<file path="src/rtl/core/rslim_pkg.sv">
// ----------------------------------------------------------------------------
// rslim_pkg: shared types and constants of the rate limiter
// request and response beats, ring record, compare flags, sequencer states
// ----------------------------------------------------------------------------
package rslim_pkg;

    localparam int USER_W   = 64;
    localparam int TIME_W   = 32;
    localparam int WINDOW_W = 16;
    localparam int MAXREQ_W = 9;
    localparam int OUTC_W   = 2;
    localparam int MCOUNT_W = 9;
    localparam int CFG_IDX_W  = 8;
    localparam int CFG_DATA_W = 16;

    // register indexes
    localparam logic [CFG_IDX_W-1:0] CFG_WINDOW = 8'd0;
    localparam logic [CFG_IDX_W-1:0] CFG_MAXREQ = 8'd1;

    // register reset values
    localparam logic [WINDOW_W-1:0] WINDOW_RESET = 16'd60;
    localparam logic [MAXREQ_W-1:0] MAXREQ_RESET = 9'd120;

    // outcome codes
    localparam logic [OUTC_W-1:0] OUT_ALLOW  = 2'd0;
    localparam logic [OUTC_W-1:0] OUT_REJECT = 2'd1;
    localparam logic [OUTC_W-1:0] OUT_BYPASS = 2'd2;

    localparam logic [MCOUNT_W-1:0] MCOUNT_SAT = 9'd511;

    typedef struct packed {
        logic signed [USER_W-1:0] user_id;
        logic [TIME_W-1:0]        now_seconds;
    } req_t;

    typedef struct packed {
        logic [OUTC_W-1:0]   outcome;
        logic [MCOUNT_W-1:0] match_count;
    } rsp_t;

    typedef struct packed {
        logic [USER_W-1:0] user;
        logic [TIME_W-1:0] stamp;
    } rec_t;

    typedef struct packed {
        logic outside;
        logic hit;
    } cmp_t;

    typedef enum logic [2:0] {
        ST_IDLE,
        ST_EVICT_RD,
        ST_EVICT_CHK,
        ST_SCAN,
        ST_DECIDE,
        ST_DONE
    } state_t;

endpackage

</file>
<file path="src/rtl/core/rslim_cmp.sv">
// ----------------------------------------------------------------------------
// rslim_cmp: shared record compare unit
// age test against the window and user match, used by eviction and scan
// ----------------------------------------------------------------------------
module rslim_cmp (
    input  logic [rslim_pkg::TIME_W-1:0]   now_seconds,
    input  logic [rslim_pkg::WINDOW_W-1:0] window_seconds,
    input  logic [rslim_pkg::USER_W-1:0]   user,
    input  rslim_pkg::rec_t                rec,
    output rslim_pkg::cmp_t                flags
);
    import rslim_pkg::*;

    logic [TIME_W-1:0] age;
    logic              older;

    assign age   = now_seconds - rec.stamp;
    // a stamp in the future never ages out
    assign older = (now_seconds > rec.stamp) && (age > TIME_W'(window_seconds));

    assign flags.outside = older;
    assign flags.hit     = !older && (rec.user == user);

endmodule

</file>
<file path="config.mk">
export PLATFORM = sky130hd
export DESIGN_NAME = rslim_cmp
export DESIGN_NICKNAME = d
export VERILOG_FILES = /design/src/rtl/core/rslim_pkg.sv /design/src/rtl/core/rslim_cmp.sv
export SDC_FILE = /design/constraint.sdc
export NUM_CORES = 1
export LEC_CHECK = 0
export ABC_AREA = 1
export BUFFER_PORTS_ARGS = -buffer_cell sky130_fd_sc_hd__buf_2
export CORE_MARGIN = 2
export CORE_UTILIZATION = 42
export DETAILED_ROUTE_END_ITERATION = 12
export GPL_ROUTABILITY_DRIVEN = 0
export PLACE_DENSITY = 0.78
export SYNTH_ARGS = -nofsm -noshare
export SYNTH_HDL_FRONTEND = slang
export SYNTH_SLANG_ARGS = --single-unit
</file>
<file path="constraint.sdc">
create_clock -name vclk -period 4.4
set_input_delay 0.66 -clock vclk [all_inputs]
set_output_delay 0.66 -clock vclk [all_outputs]
set_load 0.01 [all_outputs]
</file>
==> impl_metrics.ini, run 1 <==
[place]
hpwl_mm = 11.84
dpl.cell_count = 1095
portBuffers = 210
placed_area_um2 = 5139

[layout]
syn2layout_area_growth_pct = 34.06
fill_cells = 956
regArea_um2 = 0
seq_cell_count = 0
final_nets = 1243
clock_buffers = 0
instances_no_fill = 1096
postLayoutCellArea_um2 = 5294
layout-drive-gt1-share_pct = 27.34

[synthesis]
synthSimpleGateAreaFrac_pct = 45.53
synthAdderAreaFrac_pct = 15.72
synthesis.area_um2 = 3949
synth_xor_area_share_pct = 12.42
syn_inst = 774
ys_warn_count = 0
synthMuxAreaShare_pct = 0
yosysUniqueCellTypes = 32
synth_compound_area_share_pct = 7.319
synth_top_family_by_area = simple AND/OR/NAND/NOR gates
avgSynthCellArea_um2 = 5.102
seq_area_frac_synth_pct = 0
synth.net_count = 1031

[critical_path]
cp-start-kind = primary input
critical_path_class = in -> out
end_kind = output pin
crit_slowest_cell = ha_2
cp_data_arrival_time_ns = 3.48
crit_fanout = 6
crit_top_cell = nand2_1
slowest_delay_ns = 0.37
critPathRequiredTime_ns = 3.74

[die]
io_pins = 210
fp.dieW_um = 101.0
fp.dieH_um = 101.0
rows = 35
start_util_pct = 42.94
core_area_um2 = 9196
die_area_um2 = 10190

[global_route]
globalRouteMet1Util_pct = 27.94
met3_usage_pct = 2.288
grt_pass1_vias = 4663
grt_use_met2_pct = 47.69
grt_busiest_layer = met2
grt_pass1_wl_mm = 20.18
grt_max_degree = 7
antenna_found_initial = 1
grt_usage_pct = 24.25
grt-ovfl-total = 0

[drt]
drt_first_pass_iters = 5
postRouteAntennaNets = 0
drcViolationCount = 0
wl_per_cell_um = 11.77
first_iter_violations = 218
routed_wl_mm = 12.90
vias_per_cell = 4.655
num_vias = 5102

[outcome]
status = completed

[timing]
max_freq_mhz = 241.8
fin_crit_sh_pct = 93.99
hold_viol_final = 0
slew_headroom_pct = 73.93
finalSetupTns_ns = 0
layout_min_cycle_time_ns = 4.136
setup_viol = 0
finalMaxSlewViolations = 0
tightestPinTransition_ns = 0.3875

[clock_tree]
holdBufCountCts = 0
postCtsSetupRepairBufs = 0

[run]
cap_viol_max_count = 0

[min_path]
hp-class = in -> out
hold_depth = 7

[power]
power_density_nw_per_um2 = 118.8
leakage_nw = 3.489
max-vdd-ir-drop_mv = 0.04276
logic make-up (layout without fill, tap and decap cells):
group | Yosys count | count (layout)
and+or+nand+nor | 420 | 420
adders and majority gates | 49 | 49
buffers and inverters | 199 | 409
AOI/OAI and AO/OA | 50 | 50
xor gates and xnor gates | 56 | 56
other | 0 | 1
placed cells by master, fill, tap and decap left out, drive strengths merged, types with 2 or more instances in the layout:
cell	netlist	layout
o22ai	5	5
nor3	10	10
nor4	10	10
buf	1	211
inv	198	198
xnor2	6	6
nand2	282	282
ha	48	48
or2	3	3
o21bai	2	2
o2111ai	2	2
nand3	37	37
nor2	59	59
nand3b	4	4
nand4	10	10
o21ai	8	8
xor2	50	50
a221oi	3	3
a21oi	27	27
and2	4	4
metal layers:
layer,routed length (um),share of wire (%)
met1,5250,41
met2,6508,50
met3,840,6.5
met4,297,2.3
met5,0,0
power by group:
part              internal (W)  switching, W        total [W]
Clock          0.0000000000304             0  0.0000000000304
Sequential                   0             0                0
Combinational         0.000268      0.000361         0.000629
critical path: cells and delay by family:
family          cells  cell delay (ns)
buf+inv             4             0.29
compound gates      2             0.31
xor+xnor            1             0.15
fa+ha+maj           2             0.65
simple gates       16             1.37
final timing paths:
| check | to | startpoint | slack (ns) |
|---|---|---|---|
| worst min-delay path | flags[0] | rec[39] | 1.81 |
| worst max-delay path | flags[1] | rec[2] | 0.26 |
through the flow:
| stage | hold slack, ns | power, W | util (%) | setup slack (ns) |
|---|---|---|---|---|
| 2_1_floorplan | 1.567 | 0.0003957 | - | 0.6516 |
| 3_3_place_gp | 1.826 | 0.0005927 | 55.88 | 0.2092 |
| 3_5_place_dp | 1.817 | 0.0005978 | 55.88 | 0.1797 |
| 4_1_cts | 1.823 | 0.0006006 | 55.88 | 0.1628 |
| 5_1_grt | 1.857 | 0.0007142 | 57.56 | -0.01961 |
| 6_report | 1.815 | 0.0006290 | 57.56 | 0.2645 |
Yosys cell counts (8+ instances only):
cell | n | area, um2
nor4_1 | 10 | 62.56
nand4_1 | 10 | 62.56
o21ai_0 | 8 | 40.04
nor3_1 | 8 | 40.04
xor2_1 | 50 | 437.9
nor2_1 | 52 | 195.2
a21oi_1 | 27 | 135.1
nand2_2 | 15 | 93.84
inv_1 | 194 | 728.2
nand2_1 | 266 | 998.5
nand3_1 | 36 | 180.2
ha_1 | 48 | 600.6
what timing repair did:
action                                  CTS  global route
endpoints found under the hold margin     0             0
gates resized for setup                   0            27
endpoints found under the setup margin    0             2
layout make-up:
type               instances  area, um2  share of cell area [%]
multi-input cells        575       3351                   63.29
repair buffers           211       1059                   20.00
well taps                111      138.9                   2.623
diodes                     1      2.502                 0.04727
inverters                198      743.2                   14.04
No activity file was read; power rests on OpenSTA's default activity.
==> run 2: changes to the inputs <==
Clock period 4.4 ns to 4.9 ns, I/O delays scaled along.
==> run 2 against run 1 <==
Net effect: power shrank 15%; global-route usage up 0.42 points; flip-flop and latch count unchanged; setup slack improved by 0.22 ns; count of clock-buffer cells in the layout stayed put; first-iteration DRC count rose by 6.9%; non-clock buffer count is 1 lower.
==> impl_metrics.ini, run 2 (synthesis results as in run 1) <==
[layout]
final_cell_mix = nand2_1 (266), buf_2 (210), inv_1 (194)
seq_cell_count = 0
finalCoreUtilization_pct = 55.82
fill_cells = 1022
syn2layout_area_growth_pct = 30.01
regArea_um2 = 0
clock_buffers = 0
final_common_cell = nand2_1
layout-drive-gt1-share_pct = 24.62
final_nets = 1242

[outcome]
status = completed

[global_route]
antenna_found_initial = 1
grt-ovfl-total = 0
grt_usage_pct = 24.67
grt_max_degree = 7
grt_pass1_wl_mm = 20.43
grt_pass1_vias = 4689

[critical_path]
end_kind = output pin
critPathRequiredTime_ns = 4.16
crit_fanout = 3
cp-start-kind = primary input
cp_data_arrival_time_ns = 3.68
critical_path_class = in -> out

[die]
start_util_pct = 42.94
rows = 35
die_area_um2 = 10190
io_pins = 210
core_area_um2 = 9196
fp.dieH_um = 101.0
fp.dieW_um = 101.0

[drt]
first_iter_violations = 233
routed_wl_mm = 12.79
vias_per_cell = 4.691
drt_first_pass_iters = 5
wl_per_cell_um = 11.68
drcViolationCount = 0
num_vias = 5137
postRouteAntennaNets = 0

[min_path]
hold_depth = 7
hp-class = in -> out
hold_start = rec[39]
min_delay_worst_endpoint = flags[0]

[timing]
max_freq_mhz = 226.3
layout_min_cycle_time_ns = 4.420
rsz0062_at_grt = false
tightestPinTransition_ns = 0.4114
setup_viol = 0
slew_headroom_pct = 72.32
fin_crit_sh_pct = 90.20
finalSetupTns_ns = 0
fin_ws_ns = 0.4804
hold_viol_final = 0
finalMaxSlewViolations = 0

[place]
portBuffers = 210
pre_cts_ws_ns = 0.4681
hpwl_mm = 12.02

[clock_tree]
postCtsSetupRepairBufs = 0
holdBufCountCts = 0
ctsResizeCount = 0

[power]
leakage_nw = 3.478
max-vdd-ir-drop_mv = 0.04022
power_density_nw_per_um2 = 104.5
fin_total_pwr_w = 0.0005367

[run]
cap_viol_max_count = 0
-- run 2: changes by cell type in the layout (fill, tap and decap cells not counted), sizes merged --
cell and change:
buf -1
-- run 2: how the worst max path moves through the flow --
stage / start / end / slack (ns)
4_1_cts: rec[6] / flags[0] / 0.46
2_1_floorplan: now_seconds[0] / flags[1] / 1.00
3_5_place_dp: rec[6] / flags[0] / 0.47
3_3_place_gp: now_seconds[0] / flags[1] / 0.50
6_report: now_seconds[0] / flags[0] / 0.48
5_1_grt: now_seconds[13] / flags[0] / 0.18
-- run 2: report_power, final --
| part | switching (W) | internal [W] |
|---|---|---|
| Combinational | 0.000310 | 0.000227 |
| Sequential | 0 | 0 |
| Clock | 0 | 0.0000000000273 |
-- run 2: per-stage QoR --
stage | hold slack [ns] | area [um2] | cells
detailed placement | 1.980 | 5131 | 1094
finish | 1.978 | 5134 | 1095
global route | 2.009 | 5134 | 1095
global placement | 1.973 | 5131 | 1094
CTS | 1.987 | 5131 | 1094
floorplan | 1.717 | 3949 | 774
-- run 2: final cells by class --
type / count / area [um2] / share of cell area, %
inverter: 198 / 743.2 / 14.48
multi-input combinational: 575 / 3198 / 62.30
tap: 111 / 138.9 / 2.705
antenna: 1 / 2.502 / 0.04874
timing repair buffer: 210 / 1051 / 20.47
-- run 2: worst max-delay path: stages --
cell and delay, ns:
buf_2 0.08, inv_1 0.04, ha_1 0.22, fa_1 0.41, inv_1 0.12, nand2_1 0.06, nand2_1 0.11, nand4_1 0.09
nand3_1 0.16, xor2_1 0.11, ha_1 0.28, nand2_1 0.05, nor2_1 0.16, nand2_1 0.07, nor2_1 0.14, nand4_1 0.09
nand2_1 0.07, nand3_1 0.06, nor2_1 0.08, nand2_1 0.05, nor2_1 0.08, nand2_1 0.10, a21oi_1 0.15, buf_2 0.15
-- run 2: routing by layer --
layer  part of all wire [%]  global-route usage (%)
met1                     40                   28.12
met2                     49                   46.00
met3                    7.8                   3.953
met4                    3.9                   8.836
met5                      0                       0
==> run 3: changes to the inputs <==
Settings changed: RECOVER_POWER set to 25.
==> run 3 against run 2 <==
Net effect: via count down 0.35%; worst hold slack about the same; power about the same; flip-flop and latch count unchanged; critical path depth up 1; cell area about the same; combinational power is essentially flat; maximum frequency decreased by 1.1%; setup slack worse by 0.049 ns; first-iteration DRC count is 2.6% higher; die area is the same; critical path type unchanged; critical endpoint unchanged.
==> impl_metrics.ini, run 3 (synthesis results as in run 1) <==
[drt]
postRouteAntennaNets = 0
routed_wl_mm = 12.79
vias_per_cell = 4.675
drcViolationCount = 0
first_iter_violations = 239
drt_first_pass_iters = 5
num_vias = 5119
wl_per_cell_um = 11.68

[power]
switching_share_pct = 57.81
leakage_nw = 3.478
intPower_w = 0.0002263
p_switching_w = 0.0003101
fin_total_pwr_w = 0.0005364
p_seq_share_pct = 0
pwr-share-clk_pct = 0
combPwrFrac_pct = 100.0
max-vdd-ir-drop_mv = 0.04022
power_density_nw_per_um2 = 104.5

[run]
cap_viol_max_count = 0

[clock_tree]
holdBufCountCts = 0
postCtsSetupRepairBufs = 0
ctsResizeCount = 0

[global_route]
grt_pass1_vias = 4689
grt_pass1_wl_mm = 20.43
grt-ovfl-total = 0
antenna_found_initial = 1
grt_usage_pct = 24.67
grt_max_degree = 7

[timing]
tightestPinTransition_ns = 0.4091
hold_viol_final = 0
layout_min_cycle_time_ns = 4.469
finalMaxSlewViolations = 0
finalSetupTns_ns = 0
setup_viol = 0
max_freq_mhz = 223.8
rsz0062_at_grt = false
slew_headroom_pct = 72.48
hold_ws_ns = 1.978
fin_crit_sh_pct = 91.20

[layout]
final_common_cell = nand2_1
seq_cell_count = 0
final_cell_mix = nand2_1 (267), buf_2 (210), inv_1 (194)
syn2layout_area_growth_pct = 29.94
fill_cells = 1022
layout-drive-gt1-share_pct = 24.52
regArea_um2 = 0
finalCoreUtilization_pct = 55.80
clock_buffers = 0
final_nets = 1242

[critical_path]
cp-start-kind = primary input
critical_path_class = in -> out
crit_family = simple AND/OR/NAND/NOR gates
slowest_delay_ns = 0.34
path_buf_inv = 4
crit_fanout = 4
crit_slowest_cell = ha_1
crit_top_cell = nand2_1
cp_data_arrival_time_ns = 3.73
critPathRequiredTime_ns = 4.16
end_kind = output pin

[die]
start_util_pct = 42.94
rows = 35
fp.dieW_um = 101.0
core_area_um2 = 9196
die_area_um2 = 10190
io_pins = 210
fp.dieH_um = 101.0

[min_path]
hp-class = in -> out
hold_depth = 7
min_delay_worst_endpoint = flags[0]
hold_start = rec[39]

[place]
portBuffers = 210
hpwl_mm = 12.02

[outcome]
status = completed
-- run 3: cell counts in the layout (fill, tap and decap cells not counted) --
Identical to the previous run, type by type.
-- run 3: area by class of cell --
cell class	instances	area, um2	area share [%]
diodes	1	2.502	0.04877
inverters	198	743.2	14.48
repair buffers	210	1051	20.48
well taps	111	138.9	2.707
multi-input cells	575	3196	62.28
-- run 3: layer usage --
metal	part of all wire (%)	vias up	GRT usage, %
li1	-	2771	-
met4	3.9	0	8.836
met2	49	189	46.00
met5	0	-	0
met3	7.3	31	3.953
met1	40	2128	28.12
-- run 3: worst max path at each step --
stage                        start        to  slack [ns]  cells past startpoint
CTS                         rec[6]  flags[0]        0.46                     23
detailed placement          rec[6]  flags[0]        0.47                     23
global route                rec[6]  flags[0]        0.12                     26
finish              now_seconds[6]  flags[0]        0.43                     25
global placement    now_seconds[0]  flags[1]        0.50                     24
floorplan           now_seconds[0]  flags[1]        1.00                     23
-- run 3: metrics by stage --
stage,worst slack (ns),instances,area (um2)
2_1_floorplan,1.002,774,3949
3_3_place_gp,0.5039,1094,5131
3_5_place_dp,0.4681,1094,5131
4_1_cts,0.4585,1094,5131
5_1_grt,0.1234,1095,5131
6_report,0.4310,1095,5131
-- run 3: power by group through the flow --
stage | clock network [W] | logic [W] | registers [W]
finish | 0.0000000000273 | 0.000536 | 0
global placement | 0 | 0.000530 | 0
global route | 0.0000000000273 | 0.000616 | 0
detailed placement | 0 | 0.000536 | 0
CTS | 0 | 0.000538 | 0
floorplan | 0 | 0.000355 | 0
